==> src/hdl/bec_pkg.sv <==
package bec_pkg;

  localparam int VTX_W = 10;
  localparam int GRP_W = 4;
  localparam int OP_W  = 2;
  localparam int NG_W  = 5;
  localparam int STS_W = 2;

  localparam int MAX_VERTICES_DEF = 1024;
  localparam int MAX_GROUPS_DEF   = 16;
  localparam int COUNT_BITS_DEF   = 24;

  localparam logic [NG_W-1:0] NUM_GROUPS_RST = 5'd2;

  typedef enum logic [OP_W-1:0] {
    OP_SET   = 2'd0,
    OP_ADD   = 2'd1,
    OP_READ  = 2'd2,
    OP_CLEAR = 2'd3
  } op_t;

  typedef enum logic [STS_W-1:0] {
    STS_OK    = 2'd0,
    STS_RANGE = 2'd1,
    STS_SAT   = 2'd2
  } status_t;

  // which cell address drives the count memory read port
  typedef enum logic [1:0] {
    SEL_ROWCOL = 2'd0,
    SEL_COLROW = 2'd1,
    SEL_CELL   = 2'd2
  } rd_sel_t;

  typedef struct packed {
    logic    load;
    logic    tbl_we;
    rd_sel_t rd_sel;
    logic    cnt_we;
    logic    wr_zero;
    logic    sweep_inc;
    logic    total_inc;
    logic    total_clr;
    logic    hold_raw;
    logic    emit;
    logic    emit_read;
    status_t emit_sts;
  } dp_cmd_t;

  typedef struct packed {
    op_t  op;
    logic set_ok;
    logic vtx_ok;
    logic pair_ok;
    logic rc_ok;
    logic sat;
    logic sweep_last;
  } dp_sts_t;

endpackage

==> src/hdl/bec_ctrl.sv <==
module bec_ctrl (
  input  logic              clk,
  input  logic              rst_n,
  input  logic              start,
  output logic              busy,
  input  bec_pkg::dp_sts_t  sts,
  output bec_pkg::dp_cmd_t  cmd
);
  import bec_pkg::*;

  typedef enum logic [6:0] {
    ST_SWEEP  = 7'b0000001,
    ST_IDLE   = 7'b0000010,
    ST_DECODE = 7'b0000100,
    ST_LOOKUP = 7'b0001000,
    ST_ADD_WR = 7'b0010000,
    ST_RD_A   = 7'b0100000,
    ST_RD_B   = 7'b1000000
  } state_t;

  state_t state_r, state_nxt;

  always_ff @(posedge clk) begin
    if (!rst_n) begin
      state_r <= ST_SWEEP;
    end else begin
      state_r <= state_nxt;
    end
  end

  assign busy = (state_r != ST_IDLE);

  always_comb begin
    state_nxt     = state_r;
    cmd           = '0;
    cmd.rd_sel    = SEL_ROWCOL;
    cmd.emit_sts  = STS_OK;
    case (state_r)
      ST_SWEEP: begin
        cmd.cnt_we    = 1'b1;
        cmd.wr_zero   = 1'b1;
        cmd.sweep_inc = 1'b1;
        if (sts.sweep_last) state_nxt = ST_IDLE;
      end
      ST_IDLE: begin
        if (start) begin
          cmd.load  = 1'b1;
          state_nxt = ST_DECODE;
        end
      end
      ST_DECODE: begin
        case (sts.op)
          OP_SET: begin
            cmd.tbl_we   = sts.set_ok && sts.vtx_ok;
            cmd.emit     = 1'b1;
            cmd.emit_sts = sts.set_ok ? STS_OK : STS_RANGE;
            state_nxt    = ST_IDLE;
          end
          OP_ADD: begin
            if (sts.pair_ok) begin
              state_nxt = ST_LOOKUP;
            end else begin
              cmd.emit  = 1'b1;
              state_nxt = ST_IDLE;
            end
          end
          OP_READ: begin
            if (sts.rc_ok) begin
              cmd.rd_sel = SEL_ROWCOL;
              state_nxt  = ST_RD_A;
            end else begin
              cmd.emit     = 1'b1;
              cmd.emit_sts = STS_RANGE;
              state_nxt    = ST_IDLE;
            end
          end
          OP_CLEAR: begin
            cmd.total_clr = 1'b1;
            cmd.emit      = 1'b1;
            state_nxt     = ST_SWEEP;
          end
          default: state_nxt = ST_IDLE;
        endcase
      end
      ST_LOOKUP: begin
        cmd.rd_sel = SEL_CELL;
        state_nxt  = ST_ADD_WR;
      end
      ST_ADD_WR: begin
        cmd.emit = 1'b1;
        if (sts.sat) begin
          cmd.emit_sts = STS_SAT;
        end else begin
          cmd.cnt_we    = 1'b1;
          cmd.total_inc = 1'b1;
        end
        state_nxt = ST_IDLE;
      end
      ST_RD_A: begin
        cmd.hold_raw = 1'b1;
        cmd.rd_sel   = SEL_COLROW;
        state_nxt    = ST_RD_B;
      end
      ST_RD_B: begin
        cmd.emit      = 1'b1;
        cmd.emit_read = 1'b1;
        state_nxt     = ST_IDLE;
      end
      default: state_nxt = ST_SWEEP;
    endcase
  end

endmodule

==> config.mk <==
export PLATFORM = sky130hd
export DESIGN_NAME = bec_ctrl
export DESIGN_NICKNAME = d
export VERILOG_FILES = /design/src/hdl/bec_pkg.sv /design/src/hdl/bec_ctrl.sv
export SDC_FILE = /design/constraint.sdc
export NUM_CORES = 1
export LEC_CHECK = 0
export ABC_CLOCK_PERIOD_IN_PS = 1800
export BUFFER_PORTS_ARGS = -buffer_cell sky130_fd_sc_hd__buf_2
export CAP_MARGIN = 25
export CORE_MARGIN = 1.5
export CORE_UTILIZATION = 46
export CTS_CLUSTER_SIZE = 20
export DETAILED_ROUTE_END_ITERATION = 16
export PLACE_DENSITY_LB_ADDON = 0.25
export SKIP_LAST_GASP = 1
export SYNTH_ARGS = -nofsm -noshare
export SYNTH_HDL_FRONTEND = slang
export SYNTH_SLANG_ARGS = --single-unit
==> constraint.sdc <==
create_clock -name clk -period 1.8 [get_ports clk]
set_clock_uncertainty 0.15 [all_clocks]
set_input_delay 0.18 -clock clk [delete_from_list [all_inputs] [get_ports clk]]
set_output_delay 0.18 -clock clk [all_outputs]
set_load 0.02 [all_outputs]
; ---- Word-level counts from Yosys, hierarchy flattened
; Cells that the tools add are included.
[totals]
inputBits = 11
reg_bits = 7
[op_classes]
n_eq_ne = 13
n_reduce_logical = 5
muxes = 28
[op_table]
columns = operator, n
row1 = 7-bit one-hot mux with 6 select lines, 1
row2 = 7-bit one-hot mux with 4 select lines, 1
row3 = 1-bit 2-to-1 mux, 14
row4 = 7-bit 2-to-1 mux, 2
row5 = 2-bit one-hot mux with 2 select lines, 2
row6 = 7-bit by 1-bit == test with 1-bit output (second input constant), 1
row7 = 7-bit by 2-bit == test with 1-bit output (second input constant), 1
row8 = 7-bit by 3-bit == test with 1-bit output (second input constant), 1
row9 = 7-bit by 4-bit == test with 1-bit output (second input constant), 1
row10 = 7-bit by 5-bit == test with 1-bit output (second input constant), 1
row11 = 7-bit by 6-bit == test with 1-bit output (second input constant), 1
row12 = 7-bit == test (second input constant), 1
row13 = 7-bit by 2-bit inequality test with 1-bit output (second input constant), 1
row14 = 6-bit 2-to-1 mux, 1
row15 = 1-bit one-hot mux with 2 select lines, 3
row16 = 2-bit == test (second input constant), 2
row17 = 2-bit 2-to-1 mux, 2
row18 = 4-bit 2-to-1 mux, 1
row19 = 2-bit inequality test (second input constant), 2
row20 = 2-bit OR reduction, 2
row21 = 1-bit one-hot mux with 3 select lines, 1
row22 = 2-bit by 1-bit == test with 1-bit output (second input constant), 1
row23 = 2-bit zero test, 1
row24 = 2-bit AND reduction, 1
row25 = 1-bit logical AND, 1

; ---- Longest topological paths before layout
[logic_depth]
depth_word = 4
depth_mapped = 6
depth_no_buf = 6

; ---- Worst setup path before layout
; No wires, ideal clock.
[synth_path]
kind = reg-to-output
start = register state_r[2]
end = output port cmd[2] (netlist name)
path_buffers = 0
arrival_time_ns = 1.627
path_stages_with_launch = 4
setup_slack_ns = -0.157
cell_sequence = dfxtp_1 > or3_1 > or3_1 > nor3b_1
[synth_lines]
columns = element, line
row1 = start: declaration, bec_ctrl.sv:21  ; state_t state_r, state_nxt;
row2 = start signal: assignment, bec_ctrl.sv:27  ; state_r <= state_nxt;
row3 = end: declaration, bec_ctrl.sv:7  ; output bec_pkg::dp_cmd_t cmd

==> Flow_metrics.wiki <==
{| class="wikitable"
! Metric !! Value
|-
| Run status || finished, violations left
|-
| Violations in the final reports || setup timing
|-
| Area taken by multi-input logic gates || approximately 510 um^2
|-
| Launch point of the worst hold path || start
|-
| Origin of the critical flop-to-flop path || state_r[1]
|-
| Critical path peak fanout || 5
|-
| Count of final setup violators || 8
|-
| Maximum number of pins on one net before global-route repair || 9
|-
| Register share of total power || 0.236
|-
| Slew HR || 0.8152
|-
| Area of all placed cells without fillers || approximately 1000 um^2
|-
| Area leader, netlist || sky130_fd_sc_hd__dfxtp_1
|-
| Final number of hold-violating endpoints || 0
|-
| Syn_nets || slightly above 100
|-
| Initial antenna violation count || 0
|-
| Clock latency at the later pin of the worst-skew pair || around 0.26 ns
|-
| Remaining global-route overflow || 0
|-
| Total of warnings raised by yosys || 0
|-
| Global-route track usage on met1 || 0.2525
|-
| Routability congestion estimate from global placement || 0.8043
|-
| Max cap viols || 0
|-
| Grt met3 use || 0.06667
|-
| Min-delay worst type || in2reg
|-
| Fraction of final layout cells with drive strength greater than 1 || 0.4672
|-
| Die area || between 1500 and 2000 um^2
|-
| Initial cell density of the core || 0.4937
|-
| Hold-critical path depth || 3
|-
| Max FFs per register || 7
|-
| Clk pwr share || 0.184
|-
| Via count of the first global-routing pass || about 690
|-
| Clk sink count || 7
|-
| Critical Path AT || approximately 1.7 ns
|-
| Unrepaired setup endpoints after global routing || yes
|-
| Regs by FF count || state_r x7
|-
| Total power || roughly 0.00085 W
|-
| Required time of the worst setup path || around 1.5 ns
|-
| Hold EP || state_r[2]
|-
| Distinct cells, synth || 29
|-
| Power density of the placed cells || roughly 860 nW/um^2
|-
| Kind of start point of the critical path || flip-flop
|-
| Most Crowded Layer GR || met2
|-
| 1st-iter DRT viols || 24
|-
| Post-synthesis share of cell area spent on full adders, half adders and majority gates || 0.1381
|-
| Leakage power figure || about 0.47 nW
|-
| Final WS setup || -0.1852 ns
|-
| Non-filler instance count after layout || around 140
|-
| Internal power component || around 0.0005 W
|-
| Cell types with the largest area share after synthesis || sky130_fd_sc_hd__dfxtp_1 22%, sky130_fd_sc_hd__ha_1 14%, sky130_fd_sc_hd__nor2_1 6.5%
|-
| Reg2Reg Capture Point || state_r[1]
|-
| Post-Place Worst Slack || roughly 0.052 ns
|-
| Met2 usage || 0.5363
|-
| Antenna fix cells || 0
|-
| CTS H-tree lvls || 1
|-
| Number of standard cells after synthesis || 84
|-
| Reg2reg path depth || 5
|-
| Worst voltage drop across the vdd grid || approximately 400 uV
|-
| Top cell type's share of synthesized area || 0.2209
|-
| Clock transition time at the flip-flop clock pins of the worst setup and hold paths || 0.06 ns
|-
| Via density per instance || approximately 5.6
|-
| # DRC || 0
|-
| Total wirelength of the detailed-routed design || 1950 um
|-
| Register ranked first by flip-flop count || state_r
|-
| Cell Area, Placed || between 700 and 800 um^2
|-
| Fin Hold WS || 0.09304 ns
|-
| TritonCTS clock tree || built
|-
| DRT antenna net count || 0
|-
| Number of filler cells placed in the layout || between 100 and 150
|-
| Storage element area || approximately 150 um^2
|-
| Total number of vias || between 700 and 800
|-
| Buffer depth of the longest clock path || 2
|-
| Total routing resource utilization after global routing || 0.2855
|-
| Share of the yosys chip area belonging to registers || 0.2209
|-
| Die Y-Extent || between 40 and 50 um
|-
| Final critical-path required period || approximately 2 ns
|-
| Setup slack of the worst register-to-register path || around 0.15 ns
|-
| Net switching component of the power || roughly 0.00035 W
|-
| Number of register bits inferred by synthesis || 7
|-
| Post-Synth XOR/XNOR Area || 0.01381
|-
| Length of the first detailed-routing pass in iterations || 4
|-
| X dimension of the die || roughly 40 um
|-
| Post-synthesis mux area share || 0
|-
| Tcrit/Tclk final || 1.103
|-
| Transition time at the pin with the least slew margin || 0.2769 ns
|-
| Compound-gate portion of the synthesized area || 0.1420
|-
| Logic gate share of total power || 0.580
|-
| Number of standard-cell rows in the floorplan || 13
|-
| Core Region || about 1300 um^2
|-
| Root buffer selected by CTS || sky130_fd_sc_hd__clkbuf_4
|-
| Main combinational cell family by area after synthesis || simple AND/OR/NAND/NOR gates
|-
| Average cell area after synthesis || roughly 7.6 um^2
|-
| Maximum frequency from static timing analysis || about 500 MHz
|-
| Half-perimeter wire length after detailed placement || 1235 um
|-
| Net Sw Frac || 0.4098
|-
| First-pass GRT wire length || 2925 um
|-
| Layout overhead on the synthesized area || 54.44%
|-
| Final Slew Violations || 0
|-
| Count of pins on the block boundary || 26
|-
| Critical Path Sink Type || primary output
|-
| Placed Instances || about 120
|-
| Number of nets in the finished design || around 140
|-
| TritonCTS buffer count || 3
|-
| Critical path class || reg2out
|-
| Synthesized area || 634.4 um^2
|-
| WL per Instance || about 14 um
|-
| I/O Buffers || 25
|-
| Post-synthesis share of cell area spent on and, or, nand and nor gates || 0.4142
|}
[cell type report]
class | count | area share
clock buffer | 4 | 0.02682
inverter | 8 | 0.03065
multi-input combinational | 67 | 0.5160
timing repair buffer | 36 | 0.2554
sequential | 7 | 0.1520
tap | 15 | 0.01916
[cells by family (layout without fill, tap and decap cells)]
logic type / count (synthesis) / after routing
AO/OA/AOI/OAI: 14 / 14
XOR/XNOR: 1 / 1
adder cells (fa/ha/maj): 7 / 7
buffers and inverters: 10 / 48
flip-flops: 7 / 7
AND/OR/NAND/NOR: 45 / 45
[critical path, cell delays in order (launching register included)]
cell and delay, ns:
sky130_fd_sc_hd__dfxtp_1 0.35, sky130_fd_sc_hd__or3_4 0.35, sky130_fd_sc_hd__or3_4 0.35, sky130_fd_sc_hd__nor3b_2 0.17, sky130_fd_sc_hd__buf_4 0.16
[power by group through the flow]
stage	clock network [W]	registers (W)	logic (W)
final	0.000156	0.000200	0.000490
after CTS	0.000158	0.000199	0.000460
after floorplan	0	0.000211	0.000260
after global routing	0.000160	0.000201	0.000529
after detailed placement	0	0.000208	0.000357
after global placement	0	0.000206	0.000349
[through the flow]
step,setup TNS (ns),utilization
after CTS,-0.5392,0.7225
after global routing,-1.649,0.7624
after detailed placement,0,0.6095
after global placement,0,0.6095
after floorplan,0,-
final,-0.8807,0.7624
[cells in the mapped netlist]
| library cell | number |
|---|---|
| sky130_fd_sc_hd__nor4_1 | 1 |
| sky130_fd_sc_hd__a21boi_0 | 1 |
| sky130_fd_sc_hd__o21ai_1 | 1 |
| sky130_fd_sc_hd__nor3_1 | 5 |
| sky130_fd_sc_hd__and3b_1 | 1 |
| sky130_fd_sc_hd__nand3_1 | 3 |
| sky130_fd_sc_hd__and2b_1 | 1 |
| sky130_fd_sc_hd__a41oi_1 | 1 |
| sky130_fd_sc_hd__dfxtp_1 | 7 |
| sky130_fd_sc_hd__inv_1 | 8 |
| sky130_fd_sc_hd__a21oi_1 | 1 |
| sky130_fd_sc_hd__a22o_1 | 1 |
| sky130_fd_sc_hd__or2b_1 | 1 |
| sky130_fd_sc_hd__a2bb2oi_1 | 2 |
| sky130_fd_sc_hd__xnor2_1 | 1 |
| sky130_fd_sc_hd__or3_1 | 2 |
| sky130_fd_sc_hd__nand2b_1 | 4 |
| sky130_fd_sc_hd__nand2_1 | 7 |
| sky130_fd_sc_hd__nor2_1 | 11 |
| sky130_fd_sc_hd__or3b_2 | 1 |
| sky130_fd_sc_hd__o21ai_0 | 5 |
| sky130_fd_sc_hd__nor4_4 | 1 |
| sky130_fd_sc_hd__o22ai_1 | 2 |
| sky130_fd_sc_hd__and3_1 | 3 |
| sky130_fd_sc_hd__buf_4 | 2 |
| sky130_fd_sc_hd__ha_1 | 7 |
| sky130_fd_sc_hd__nor2b_1 | 1 |
| sky130_fd_sc_hd__nand3_4 | 1 |
| sky130_fd_sc_hd__nor3b_1 | 2 |
[per-layer routing]
layer	part of all wire	wire length, um
met5	0	0
met1	0.36	695
met3	0.035	68
met4	0.041	80
met2	0.57	1106
[how the worst max path moves through the flow]
stage / from / to / slack [ns] / cells after the start
final: state_r[5] / cmd[2] / -0.19 / 4
after floorplan: state_r[2] / cmd[2] / 0.02 / 3
after CTS: state_r[2] / cmd[2] / -0.16 / 4
after detailed placement: state_r[3] / cmd[2] / 0.05 / 4
after global routing: state_r[2] / cmd[6] / -0.22 / 6
after global placement: state_r[3] / cmd[2] / 0.09 / 4
[repair_timing]
item | CTS | global route
setup buffers | 6 | 1
hold buffers | 2 | 0
hold endpoints to repair | 2 | 0
setup endpoints to repair | 15 | 15
pin swaps | 5 | 3
resized for setup | 18 | 14
[placed cells by master (no fill, tap or decap), drive strengths merged, types with 3 or more instances in the layout]
| master | Yosys | routed |
|---|---|---|
| buf | 2 | 34 |
| nor2 | 11 | 11 |
| inv | 8 | 8 |
| ha | 7 | 7 |
| nand2 | 7 | 7 |
| dfxtp | 7 | 7 |
| o21ai | 6 | 6 |
| nor3 | 5 | 5 |
| nand2b | 4 | 4 |
| nand3 | 4 | 4 |
| clkbuf | 0 | 4 |
| and3 | 3 | 3 |
(Power assumes the default switching activity.)
